File: src/hdl/bpb_pkg.sv
// ----------------------------------------------------------------------------
// bpb_pkg
// Shared constants, types and the capacity table for the packed BCD converter.
// ----------------------------------------------------------------------------
package bpb_pkg;

  localparam int VAL_W          = 64;   // binary input width
  localparam int NB_W           = 4;    // byte count register width
  localparam int FIELD_BYTES    = 10;   // widest output field
  localparam int FIELD_BITS     = FIELD_BYTES * 8;
  localparam int MAX_DIGITS_DEF = 20;
  localparam int BITS_PER_CYC   = 8;    // double-dabble steps per clock
  localparam int CONV_CYCLES    = VAL_W / BITS_PER_CYC;
  localparam int CONV_CNT_W     = $clog2(CONV_CYCLES);
  localparam int QUEUE_DEPTH    = 2;

  localparam logic [NB_W-1:0] NB_RESET = NB_W'(FIELD_BYTES);

  // One converted item handed from the front to the back
  typedef struct packed {
    logic [FIELD_BITS-1:0] bcd;     // digit 0 in the low nibble
    logic [NB_W-1:0]       nbytes;  // 1..10 when err is clear
    logic                  err;     // does not fit, or empty field
  } job_t;

  // 100 to the power of n, for field sizes that can overflow
  function automatic logic [VAL_W-1:0] cap_of(input logic [NB_W-1:0] n);
    logic [VAL_W-1:0] c;
    c = '0;
    case (n)
      4'd1:    c = 64'd100;
      4'd2:    c = 64'd10000;
      4'd3:    c = 64'd1000000;
      4'd4:    c = 64'd100000000;
      4'd5:    c = 64'd10000000000;
      4'd6:    c = 64'd1000000000000;
      4'd7:    c = 64'd100000000000000;
      4'd8:    c = 64'd10000000000000000;
      4'd9:    c = 64'd1000000000000000000;
      default: c = '0;
    endcase
    return c;
  endfunction

endpackage

File: src/hdl/bpb_front.sv
// ----------------------------------------------------------------------------
// bpb_front
// Accepts a value, checks it against the field size and converts it to BCD
// with an iterative double-dabble, eight bits per clock.
// ----------------------------------------------------------------------------
module bpb_front import bpb_pkg::*; #(
  parameter int MAX_DIGITS = MAX_DIGITS_DEF
) (
  input  logic             clk,
  input  logic             rst,
  input  logic [NB_W-1:0]  bcd_bytes,
  input  logic             in_valid,
  output logic             in_ready,
  input  logic [VAL_W-1:0] in_value,
  output logic             job_valid,
  input  logic             job_ready,
  output job_t             job
);

  localparam int BW = 4 * MAX_DIGITS;

  logic                  busy;
  logic                  done;
  logic [CONV_CNT_W-1:0] cnt;
  logic [VAL_W-1:0]      bin;
  logic [BW-1:0]         bcd;
  logic [NB_W-1:0]       nb;
  logic                  err;

  logic [VAL_W-1:0]      bin_next;
  logic [BW-1:0]         bcd_next;
  logic [NB_W-1:0]       nsat;
  logic                  in_err;
  logic                  push;
  logic                  accept;

  // Field size saturates at ten bytes; ten always hold a 64-bit value
  always_comb begin
    nsat   = (bcd_bytes > NB_W'(FIELD_BYTES)) ? NB_W'(FIELD_BYTES) : bcd_bytes;
    in_err = (nsat == '0) ||
             ((nsat < NB_W'(FIELD_BYTES)) && (in_value >= cap_of(nsat)));
  end

  // Eight double-dabble steps; digits above the top one fall off
  always_comb begin
    bin_next = bin;
    bcd_next = bcd;
    for (int s = 0; s < BITS_PER_CYC; s++) begin
      for (int d = 0; d < MAX_DIGITS; d++) begin
        if (bcd_next[d*4 +: 4] >= 4'd5) begin
          bcd_next[d*4 +: 4] = bcd_next[d*4 +: 4] + 4'd3;
        end
      end
      bcd_next = {bcd_next[BW-2:0], bin_next[VAL_W-1]};
      bin_next = {bin_next[VAL_W-2:0], 1'b0};
    end
  end

  assign push      = done && job_ready;
  assign in_ready  = !busy || push;
  assign accept    = in_valid && in_ready;
  assign job_valid = done;

  always_comb begin
    job.bcd    = FIELD_BITS'(bcd);
    job.nbytes = nb;
    job.err    = err;
  end

  always_ff @(posedge clk) begin
    if (rst) begin
      busy <= 1'b0;
      done <= 1'b0;
      cnt  <= '0;
    end else begin
      if (accept) begin
        busy <= 1'b1;
        done <= 1'b0;
        cnt  <= '0;
      end else if (push) begin
        busy <= 1'b0;
        done <= 1'b0;
      end else if (busy && !done) begin
        cnt <= cnt + 1'b1;
        if (cnt == CONV_CNT_W'(CONV_CYCLES - 1)) begin
          done <= 1'b1;
        end
      end
    end
  end

  always_ff @(posedge clk) begin
    if (accept) begin
      bin <= in_value;
      bcd <= '0;
      nb  <= nsat;
      err <= in_err;
    end else if (busy && !done) begin
      bin <= bin_next;
      bcd <= bcd_next;
    end
  end

endmodule

File: src/hdl/bpb_queue.sv
// ----------------------------------------------------------------------------
// bpb_queue
// Two-entry queue of converted items between the converter and the serializer.
// ----------------------------------------------------------------------------
module bpb_queue import bpb_pkg::*; (
  input  logic clk,
  input  logic rst,
  input  logic wr_valid,
  output logic wr_ready,
  input  job_t wr_job,
  output logic rd_valid,
  input  logic rd_ready,
  output job_t rd_job
);

  localparam int PTR_W = $clog2(QUEUE_DEPTH);
  localparam int CNT_W = $clog2(QUEUE_DEPTH + 1);

  job_t             mem [QUEUE_DEPTH];
  logic [PTR_W-1:0] wptr;
  logic [PTR_W-1:0] rptr;
  logic [CNT_W-1:0] count;
  logic             do_wr;
  logic             do_rd;

  assign wr_ready = (count != CNT_W'(QUEUE_DEPTH));
  assign rd_valid = (count != '0);
  assign do_wr    = wr_valid && wr_ready;
  assign do_rd    = rd_valid && rd_ready;
  assign rd_job   = mem[rptr];

  always_ff @(posedge clk) begin
    if (rst) begin
      wptr  <= '0;
      rptr  <= '0;
      count <= '0;
    end else begin
      if (do_wr) begin
        wptr <= (wptr == PTR_W'(QUEUE_DEPTH - 1)) ? '0 : wptr + 1'b1;
      end
      if (do_rd) begin
        rptr <= (rptr == PTR_W'(QUEUE_DEPTH - 1)) ? '0 : rptr + 1'b1;
      end
      if (do_wr && !do_rd) begin
        count <= count + 1'b1;
      end else if (do_rd && !do_wr) begin
        count <= count - 1'b1;
      end
    end
  end

  always_ff @(posedge clk) begin
    if (do_wr) begin
      mem[wptr] <= wr_job;
    end
  end

endmodule

File: src/hdl/bpb_back.sv
// ----------------------------------------------------------------------------
// bpb_back
// Serializes a converted item into packed BCD bytes, most significant first,
// behind a registered output stage; an error item gives one zero byte.
// ----------------------------------------------------------------------------
module bpb_back import bpb_pkg::*; (
  input  logic       clk,
  input  logic       rst,
  input  logic       job_valid,
  output logic       job_ready,
  input  job_t       job,
  output logic       out_valid,
  input  logic       out_ready,
  output logic [7:0] out_byte,
  output logic       out_ok,
  output logic       out_last
);

  logic                  active;
  logic [FIELD_BITS-1:0] bcd;
  logic [NB_W-1:0]       k;      // byte index, counts down to zero
  logic                  err;

  logic                  adv;
  logic                  last_now;
  logic [7:0]            cur_byte;

  assign adv       = !out_valid || out_ready;
  assign last_now  = err || (k == '0);
  assign job_ready = !active || (adv && last_now);
  assign cur_byte  = bcd[{k, 3'b000} +: 8];

  always_ff @(posedge clk) begin
    if (rst) begin
      active    <= 1'b0;
      out_valid <= 1'b0;
    end else begin
      if (job_valid && job_ready) begin
        active <= 1'b1;
      end else if (adv && active && last_now) begin
        active <= 1'b0;
      end
      if (adv) begin
        out_valid <= active;
      end
    end
  end

  always_ff @(posedge clk) begin
    if (job_valid && job_ready) begin
      bcd <= job.bcd;
      err <= job.err;
      k   <= job.nbytes - 1'b1;
    end else if (adv && active) begin
      k <= k - 1'b1;
    end
    if (adv && active) begin
      out_byte <= err ? 8'h00 : cur_byte;
      out_ok   <= !err;
      out_last <= last_now;
    end
  end

endmodule

File: src/hdl/binary_to_packed_bcd.sv
// The front converts a value, the two-entry queue holds it and the back registers
// each output byte; the front takes a new value as it hands the last one on. An
// item gives N bytes, N the byte count (1 error beat for a value that does not
// fit); the 8-bit output channel and the double-dabble loop bound the item rate.
// Reset: rst, synchronous; clears all control state and sets bcd_bytes to 10.
// ----------------------------------------------------------------------------
// binary_to_packed_bcd
// Converts a 64-bit unsigned value to a right-aligned packed BCD field.
// ----------------------------------------------------------------------------
module binary_to_packed_bcd import bpb_pkg::*; #(
  parameter int MAX_DIGITS = MAX_DIGITS_DEF
) (
  input  logic             clk,
  input  logic             rst,
  input  logic             cfg_valid,
  output logic             cfg_ready,
  input  logic [NB_W-1:0]  cfg_data,   // bcd_bytes
  input  logic             s_tvalid,
  output logic             s_tready,
  input  logic [VAL_W-1:0] s_tdata,    // [63:0] value
  output logic             m_tvalid,
  input  logic             m_tready,
  output logic [7:0]       m_tdata,    // [7:0] bcd_byte
  output logic             m_tuser,    // [0] ok
  output logic             m_tlast
);

  logic [NB_W-1:0] bcd_bytes;
  logic            f_valid;
  logic            f_ready;
  job_t            f_job;
  logic            b_valid;
  logic            b_ready;
  job_t            b_job;

  assign cfg_ready = 1'b1;

  always_ff @(posedge clk) begin
    if (rst) begin
      bcd_bytes <= NB_RESET;
    end else if (cfg_valid && cfg_ready) begin
      bcd_bytes <= cfg_data;
    end
  end

  bpb_front #(
    .MAX_DIGITS (MAX_DIGITS)
  ) u_front (
    .clk       (clk),
    .rst       (rst),
    .bcd_bytes (bcd_bytes),
    .in_valid  (s_tvalid),
    .in_ready  (s_tready),
    .in_value  (s_tdata),
    .job_valid (f_valid),
    .job_ready (f_ready),
    .job       (f_job)
  );

  bpb_queue u_queue (
    .clk      (clk),
    .rst      (rst),
    .wr_valid (f_valid),
    .wr_ready (f_ready),
    .wr_job   (f_job),
    .rd_valid (b_valid),
    .rd_ready (b_ready),
    .rd_job   (b_job)
  );

  bpb_back u_back (
    .clk       (clk),
    .rst       (rst),
    .job_valid (b_valid),
    .job_ready (b_ready),
    .job       (b_job),
    .out_valid (m_tvalid),
    .out_ready (m_tready),
    .out_byte  (m_tdata),
    .out_ok    (m_tuser),
    .out_last  (m_tlast)
  );

endmodule
File: config.mk
export PLATFORM = sky130hd
export DESIGN_NAME = binary_to_packed_bcd
export DESIGN_NICKNAME = d
export VERILOG_FILES = /design/src/hdl/bpb_pkg.sv /design/src/hdl/bpb_front.sv /design/src/hdl/bpb_queue.sv /design/src/hdl/bpb_back.sv /design/src/hdl/binary_to_packed_bcd.sv
export SDC_FILE = /design/constraint.sdc
export NUM_CORES = 1
export LEC_CHECK = 0
export BUFFER_PORTS_ARGS = -buffer_cell sky130_fd_sc_hd__buf_2
export CAP_MARGIN = 20
export CORE_ASPECT_RATIO = 1.25
export CORE_MARGIN = 2
export CORE_UTILIZATION = 59
export DETAILED_ROUTE_END_ITERATION = 8
export PLACE_DENSITY = 0.76
export SYNTH_ARGS = -nofsm -noshare
export SYNTH_HDL_FRONTEND = slang
export SYNTH_SLANG_ARGS = --single-unit
File: constraint.sdc
create_clock -name clk -period 15.15 [get_ports clk]
set_clock_uncertainty 0.1 [all_clocks]
set_input_delay 1.515 -clock clk [delete_from_list [all_inputs] [get_ports clk]]
set_output_delay 1.515 -clock clk [all_outputs]
set_load 0.005 [all_outputs]
==> results of run 1 <==
metrics by stage:
step / hold slack (ns) / cell area [µm²] / setup WS, ns / utilization [%]
6_report: 0.3600 / 40910 / 7.300 / 63.63
5_1_grt: 0.4214 / 40910 / 6.681 / 63.63
4_1_cts: 0.3502 / 40910 / 7.399 / 63.63
3_5_place_dp: 0.3416 / 39380 / 7.420 / 61.25
3_3_place_gp: 0.3317 / 39380 / 7.675 / 61.25
2_1_floorplan: 0.3176 / 38310 / 8.197 / -
final cells by class:
cell class | instances | area share (%)
Clock buffer | 59 | 3.053
Clock inverter | 24 | 0.6882
Inverter | 251 | 2.306
Multi-Input combinational cell | 3495 | 60.77
Sequential cell | 430 | 29.23
Tap cell | 848 | 2.594
Timing Repair Buffer | 102 | 1.358
cells by family after synthesis:
logic type      Yosys count  share of synthesized area, %
simple gates           1482                         19.53
other cells               1                      0.009788
compound gates         1377                         25.90
mux                     341                         10.19
fa+ha+maj               214                         6.989
xor+xnor                 80                         2.139
flops                   430                         31.20
buf+inv                 397                         4.046
per-layer routing:
layer	up-vias	routed length (µm)
met1	15910	40580
met2	814	47450
met5	-	0
li1	16530	-
met4	0	3103
met3	170	4116
synth_stat cells, types with 20 or more instances:
master / count / area share [%]
ha_1: 214 / 7.0
xor2_1: 22 / 0.50
o31ai_1: 33 / 0.65
nor4_1: 28 / 0.46
a211oi_1: 70 / 1.4
and2_1: 61 / 1.0
a31oi_1: 39 / 0.64
clkbuf_1: 102 / 1.0
a21o_1: 64 / 1.3
o21ai_1: 67 / 0.88
inv_1: 233 / 2.3
or2_2: 34 / 0.56
mux2_2: 160 / 4.7
o221ai_1: 22 / 0.50
o21bai_1: 25 / 0.49
nor2_1: 275 / 2.7
o211ai_1: 81 / 1.6
nand3b_1: 21 / 0.41
o21a_1: 48 / 0.94
nor3b_1: 20 / 0.39
mux2i_1: 146 / 3.8
nor3_1: 91 / 1.2
nor2b_1: 51 / 0.83
a22oi_1: 22 / 0.43
o21ai_0: 228 / 3.0
a21oi_1: 232 / 3.0
or3_1: 80 / 1.3
dfxtp_1: 96 / 5.0
a211o_1: 37 / 0.85
o211a_1: 26 / 0.68
edfxtp_1: 334 / 26
nand2b_1: 74 / 1.2
and3_1: 40 / 0.65
or2_1: 20 / 0.33
nand2_1: 440 / 4.3
nand3_1: 137 / 1.8
o22ai_1: 29 / 0.47
xnor2_1: 46 / 1.1
nand4_1: 25 / 0.41
buf_2: 35 / 0.46
tightest hold or removal path: stages, from the launching register on:
cell and delay [ns]:
edfxtp_1 0.33, nand2_1 0.05, o31ai_1 0.05
cell usage in the layout (no fill, tap or decap), types with 91 or more instances in the layout:
cell	netlist	layout
inv_1	233	231
nand2_1	440	439
o21ai_0	228	227
ha_1	214	214
nor2_1	275	273
edfxtp_1	334	334
a21oi_1	232	232
dfxtp_1	96	95
nand3_1	137	137
mux2i_1	146	146
mux2_2	160	160
nor3_1	91	91
worst max-delay path by stage:
stage	startpoint	to	slack [ns]	depth (start not counted)
after floorplan	u_front.bcd[12]$_SDFFE_PP0P_	u_front.bcd[28]$_SDFFE_PP0P_	8.20	32
after global placement	u_front.bcd[64]$_SDFFE_PP0P_	u_front.bcd[78]$_SDFFE_PP0P_	7.68	31
after detailed placement	u_front.bcd[64]$_SDFFE_PP0P_	u_front.bcd[78]$_SDFFE_PP0P_	7.42	31
after CTS	u_front.bcd[64]$_SDFFE_PP0P_	u_front.bcd[78]$_SDFFE_PP0P_	7.40	31
after global routing	u_front.bcd[64]$_SDFFE_PP0P_	u_front.bcd[78]$_SDFFE_PP0P_	6.68	32
final	u_front.bcd[64]$_SDFFE_PP0P_	u_front.bcd[78]$_SDFFE_PP0P_	7.30	31
sequential cells by signal, indices dropped and copies added, names as in the netlist, 2 cells and up, named ones only:
name             count
u_front.bin         64
bcd_bytes            4
u_queue.count        2
u_back.k             4
u_front.nb           4
u_back.out_byte      8
u_queue.mem        170
u_front.bcd         80
u_back.bcd          80
u_front.cnt          3
==> impl_summary.md, run 1 <==
Finish
The area occupied by multi-input gates is around 0.025 mm². The area growth from synthesis to layout is 6.774%. The area of all sequential standard cells is between 0.01 and 0.015 mm². The number of antenna diodes in the final layout is 0. After filler insertion, the fill cell instance count of the layout stands at roughly 5,400.

The count of cells in the finished layout, fillers not included, comes to between 5,000 and 6,000. The post-route netlist has between 10% and 20% of its cells at a drive strength greater than 1. The final-stage net count is 4,612.

Worst setup path
The arrival time of data at the critical path endpoint is approximately 8.2 ns. The sort of element at the start of the critical path is a flop. The path depth of the worst reg2reg path is 31.

The required time at the worst-slack endpoint is approximately 16 ns. The largest individual stage delay along the critical path comes from the cell xnor2_1. The library cell appearing most often on the critical path is ha_1. The buffers plus inverters on the worst setup path is 4. The endpoint type of the worst setup path is a flop. The reg-to-reg critical path startpoint is u_front.bcd[64]$_SDFFE_PP0P_. In this design, the stage delay of the slowest critical-path cell is about 0.7 ns. In this run the critical register-to-register path is captured at u_front.bcd[78]$_SDFFE_PP0P_. The largest delay contributor family on the critical path is compound AO/OA/AOI/OAI gates. The slack of the worst reg-to-reg path is around 7.3 ns. The category of the critical setup timing path is reg -> reg. The top fanout value on the critical path is 11.

Yosys
The most frequently used flop master after synthesis is edfxtp_1. For this run, the register share of the synthesized area comes to between 30 and 40%. After synthesis the cells add up to 0.03831 mm².

The count of warnings emitted by yosys is 0. Counting flops with a built-in enable in the synthesized netlist gives between 300 and 400. The share of synthesized registers carrying an async set or reset is 0%. The distinct cell type count of the synthesized netlist is around 140. The post-synthesis cell count is 4,322. Counting flops and latches in the post-synthesis netlist gives 430. The net count after synthesis is 4,609.

Dividing the synthesized area by the synthesized cell count gives 8.864 µm².

Placement
Routability-driven placement finished with a final weighted congestion of just over 0.9. Once detailed placement completed, the half-perimeter wirelength came to around 70,000 µm. Buffers placed on the I/O ports in this run total 84. Counting tap cells, the placed design contains a total of around 5,100 instances.

Clock tree
The clock latency of the later-clocked register in the worst-skew pair is 0.59 ns. Clock-pin slew was measured on the worst setup and hold paths at ~0.06 ns. The clock root buffer is clkbuf_16.

The clock tree synthesis step divided the H-tree into 2 levels. The clock drives 430 sinks. In this run, post-CTS hold repair placed 0 buffers. Counting the buffers created by CTS gives 45. The clock tree buffer depth is 3. The post-CTS repair timing setup buffer count is 0. The post-cts resize count is 0. The CTS tree is built.

Route
The total via count after detailed routing is roughly 33,000. The total wire length after detailed routing is approximately 95,000 µm. The wire length per cell after detailed routing is 18.29 µm. The count of TritonRoute iterations in the first routing pass is 6. The iteration-0 DRC count of the detailed router is between 2,000 and 2,500. The post-detailed-route via-to-cell ratio is 6.417. The remaining antenna violation count after routing is 0. The number of DRC violations after detailed routing is 0.

STA
Static timing analysis puts the maximum clock frequency at 127.4 MHz. The number of failing setup endpoints in the final timing report is 0. The max-slew violation total from the final report is 0. The number of endpoints with negative hold slack in the final report was 0. The setup TNS after final layout is 0 ns.

Subtracting the final worst setup slack from the clock period gives approximately 8 ns. Setup repair after global routing left no endpoint under its margin. The final worst-path cycle share is about 52%. The transition at the pin with the smallest max-transition slack is ~1.1 ns. Measured against its own limit, the worst slew margin works out to 26.86%.

Floorplan
In this run the standard cell core region covers 0.06428 mm². The count of pins on the block boundary is between 80 and 90. Measured along the x axis, the die boundary spans 231.9 µm. The initial utilization of the core area, before any placement, comes to around 60%.

The die area is 0.06700 mm². The vertical extent of the die is roughly 290 µm. The placement row count is approximately 100.

Global routing
The pin count of the biggest net entering global routing is 76. For met2 alone, demand over resource in global routing was between 50% and 60%. The layer with the highest usage after global routing is met2.

The initial antenna violation count is 0. The total global routing track utilization is about 28%. The first-pass GRT wire length is about 150,000 µm. The number of global-route vias before repair is between 30,000 and 40,000. In the global route stage, met1 resource usage came out at between 30% and 40%.

For met3 alone, demand over resource in global routing was 2.431%. Summed over all layers, the global routing overflow is 0.

Run
The max capacitance violation total is 0.

Worst hold path
The worst hold path begins at u_front.bin[56]$_DFFE_PP_. The min-delay analysis places its worst path in the category reg -> reg. The hold path depth is 2. The capture endpoint of the worst hold path is u_front.bcd[0]$_SDFFE_PP0P_.

Status
The run finished with clean final reports.
Power of run 1 is left out: the tool's default activity adds up to more than one toggle a clock period on the data nets, which glitch-free logic cannot reach.
==> run 2: changes to the inputs <==
Settings changed: ABC_AREA set to 1, CORE_UTILIZATION 59 to 58, PLACE_DENSITY 0.76 to 0.78.
Clock period 15.15 ns to 6.4 ns, I/O delays scaled along.
==> impl_summary.md, run 2 <==
Global routing
The total global routing track utilization was 24.21% (-3.7 points). The number of global-route vias before repair was 28,000 (-11%). The total global routing overflow is 0 (unchanged). The initial antenna violation count is 0 (unchanged).

The first-pass GRT wire length is 126,400 µm (-18%). The pin count of the biggest net entering global routing is 80 (+5.3%).

Yosys
Ranked by instance count, the synthesized netlist is headed by nand2_1 (1,351), inv_1 (599), nand3_1 (419), edfxtp_1 (334), nand4_1 (226). The net count after synthesis is 4,786 (+3.8%). The post-synthesis instance area was 0.03452 mm² (-9.9%).

The number of synthesized flops with an enable pin is 334 (unchanged). The distinct cell type count of the synthesized netlist is 56 (-59%). The synthesized flop and latch total is 430 (unchanged). The count of warnings emitted by yosys is 0 (unchanged).

Yosys attributes the largest share of cell area to edfxtp_1 (29%), nand2_1 (15%), ha_1 (7.8%). The post-synthesis cell count was 4,499 (+4.1%). The sequential area share after synthesis is 34.63% (+3.4 points). The share of synthesized registers carrying an async set or reset came to 0% (unchanged).

The mean instance size in the synthesized netlist is 7.672 µm² (-13%). Among all flip-flop cells after synthesis, the most frequent one is edfxtp_1. The area share of the leading cell type in the synthesized netlist came to 29.06% (+2.9 points).

The cell with the most instances after synthesis is nand2_1. The synthesized design spends more area on one cell type than any other, namely edfxtp_1.

Clock tree
The number of buffers added by the clock tree synthesis step was 44 (-2.2%). The quantity of hold-fixing buffers added after cts came to 0 (unchanged). The total number of H-tree levels is 2 (unchanged). The clock root buffer is clkbuf_16. The CTS tree is built. The clock latency of the later-clocked register in the worst-skew pair is 0.58 ns (about the same).

The CTS sink count is 430 (unchanged). The clock transition at the register clock pins on the worst setup and hold paths after CTS is 0.07 ns (about the same). The clock tree buffer depth is 3 (unchanged).

Worst setup path
STA classifies the critical path startpoint as a flop. The endpoint type of the worst setup path is a flop. The largest individual stage delay along the critical path comes from the cell dfxtp_4. The arrival time of data at the critical path endpoint is 6.32 ns (-1.92 ns). The required time at the worst-slack endpoint came to 6.78 ns (-8.76 ns). The maximum single-stage delay on the critical path came to 0.37 ns (-0.31 ns). The category of the critical setup timing path is reg -> reg. The startpoint identified for the worst register-to-register timing path is u_front.bcd[72]$_SDFFE_PP0P_. The library cell appearing most often on the critical path is nand2_1. The top fanout value on the critical path is 5 (-6). The critical path starts at u_front.bcd[72]$_SDFFE_PP0P_.

Finish
The number of flip-flops under the largest register name is 170 (unchanged). The largest register by flop count is u_queue.mem. The final-stage net count came to 4,881 (+5.8%). In the layout the commonest cells are nand2_1 (1,325), inv_1 (586), nand3_1 (391). The ratio of cells with drive above 1 in the final layout is 19.89% (+6.6 points). The largest registers in the layout are u_queue.mem (170), u_back.bcd (80), u_front.bcd (80). Relative to the synthesized area, the layout overhead comes to 9.070%. The number of inserted diodes is 0 (unchanged). The number of fill cells in the layout is 5,030 (-6.1%). The final non-filler cell area is 0.03765 mm² (-8.0%). The most common cell after layout, fill and taps aside is nand2_1.

STA
Setup repair after global routing could not meet its margin everywhere. The worst-case setup margin in the final layout came to 0.4582 ns (-6.841 ns). The worst slack on hold paths was 0.1767 ns (-0.1833 ns).

The worst relative slew slack was 28.16% (+1.3 points). The maximum clock rate is 168.3 MHz (+32%). The max-slew violation total from the final report is 0 (unchanged). The final worst-path cycle share is 92.84% (+41 points). The number of failing setup endpoints in the final timing report is 0 (unchanged). The minimum clock period after layout came to 5.942 ns (-1.909 ns). The transition at the pin with the smallest max-transition slack is 1.075 ns (-0.02197 ns). The number of endpoints with negative hold slack in the final report came to 0 (unchanged).

Floorplan
The count of pins on the block boundary is 86 (unchanged). The core region area came to 0.05918 mm² (-7.9%). The placement row count was 100 (-3.8%).

The die extent in x is 222.2 µm (-4.2%). The starting utilization of the core area is 58.32% (-1.3 points). The vertical extent of the die is 276.7 µm (-4.2%).

The die area is 0.06149 mm² (-8.2%).

Route
The number of DRC violations after detailed routing is 0 (unchanged). The count of TritonRoute iterations in the first routing pass is 6 (unchanged). The total via count after detailed routing is 29,740 (-11%). The total wire length after detailed routing was 74,970 µm (-21%). The remaining antenna violation count after routing is 0 (unchanged). The post-detailed-route via-to-cell ratio is 5.513 (-14%).

The wire length per cell after detailed routing is 13.90 µm (-24%). The iteration-0 DRC count of the detailed router is 1,576 (-30%).

Placement
The post-placement cell area is 0.03580 mm² (-9.1%). The placement-stage worst setup slack is 0.2306 ns (-7.189 ns). The final estimated routing congestion in global placement is 0.8522 (-6.9%). The number of port buffers is 84 (unchanged). The detailed placement HPWL was 55,650 µm (-21%).

Run
The max capacitance violation total is 0 (unchanged).

Status
The run finished with clean final reports.

Worst hold path
The start point of the worst hold path is cfg_data[1]. The min-delay analysis places its worst path in the category in -> reg.
[run 2: timing repair]
| action | CTS | global route |
|---|---|---|
| resized for setup | 0 | 119 |
| endpoints found under the setup margin | 0 | 53 |
| buffers inserted | 0 | 9 |
[run 2: final timing paths]
check,cells after the start,slack (ns),to
setup / recovery,58,0.46,u_front.bcd[77]$_SDFFE_PP0P_
hold / removal,3,0.18,bcd_bytes[1]$_SDFFE_PP1P_
setup reg to reg,58,0.46,u_front.bcd[77]$_SDFFE_PP0P_
hold reg to reg,0,0.35,u_queue.mem[1][78]$_DFFE_PP_
[run 2: layout make-up]
class,instances,area [µm²],share of cell area (%)
Multi-Input combinational cell,3383,20280,53.88
Sequential cell,430,12000,31.87
Inverter,628,2360,6.268
Clock buffer,55,1204,3.197
Tap cell,765,957.2,2.542
Timing Repair Buffer,107,625.6,1.662
Clock inverter,27,219.0,0.5816
[run 2: cell families (layout without fill, tap and decap cells)]
logic type / after synthesis / in the layout / synth area share, %
compound gates: 428 / 428 / 8.084
xor+xnor: 19 / 19 / 0.5691
fa+ha+maj: 214 / 214 / 7.757
buf+inv: 686 / 817 / 7.522
flops: 430 / 430 / 34.62
mux: 85 / 85 / 2.762
other cells: 1 / 1 / 0.01086
simple gates: 2636 / 2636 / 38.67
[run 2: critical path, delay by kind of cell, from the launching register on]
kind,cells,cell delay (ns)
AND/OR/NAND/NOR,39,3.38
adder cells (fa/ha/maj),8,1.35
buffers and inverters,11,0.64
flip-flops,1,0.37
[run 2: per-stage QoR]
| stage | std cells | TNS (ns) | utilization (%) |
|---|---|---|---|
| global placement | 5302 | 0 | 60.46 |
| detailed placement | 5303 | 0 | 60.50 |
| floorplan | 4499 | 0 | - |
| finish | 5395 | 0 | 63.61 |
| CTS | 5385 | 0 | 62.90 |
| global route | 5395 | -0.3779 | 63.61 |
[run 2: routing by layer]
metal / vias to the layer above / routed length [µm] / track usage [%]
met4: 0 / 2315 / 8.056
met2: 544 / 38060 / 44.84
li1: 15400 / - / -
met3: 131 / 2809 / 2.408
met5: - / 0 / 0
met1: 13670 / 31780 / 29.19
Power of run 2 is left out for the same reason.
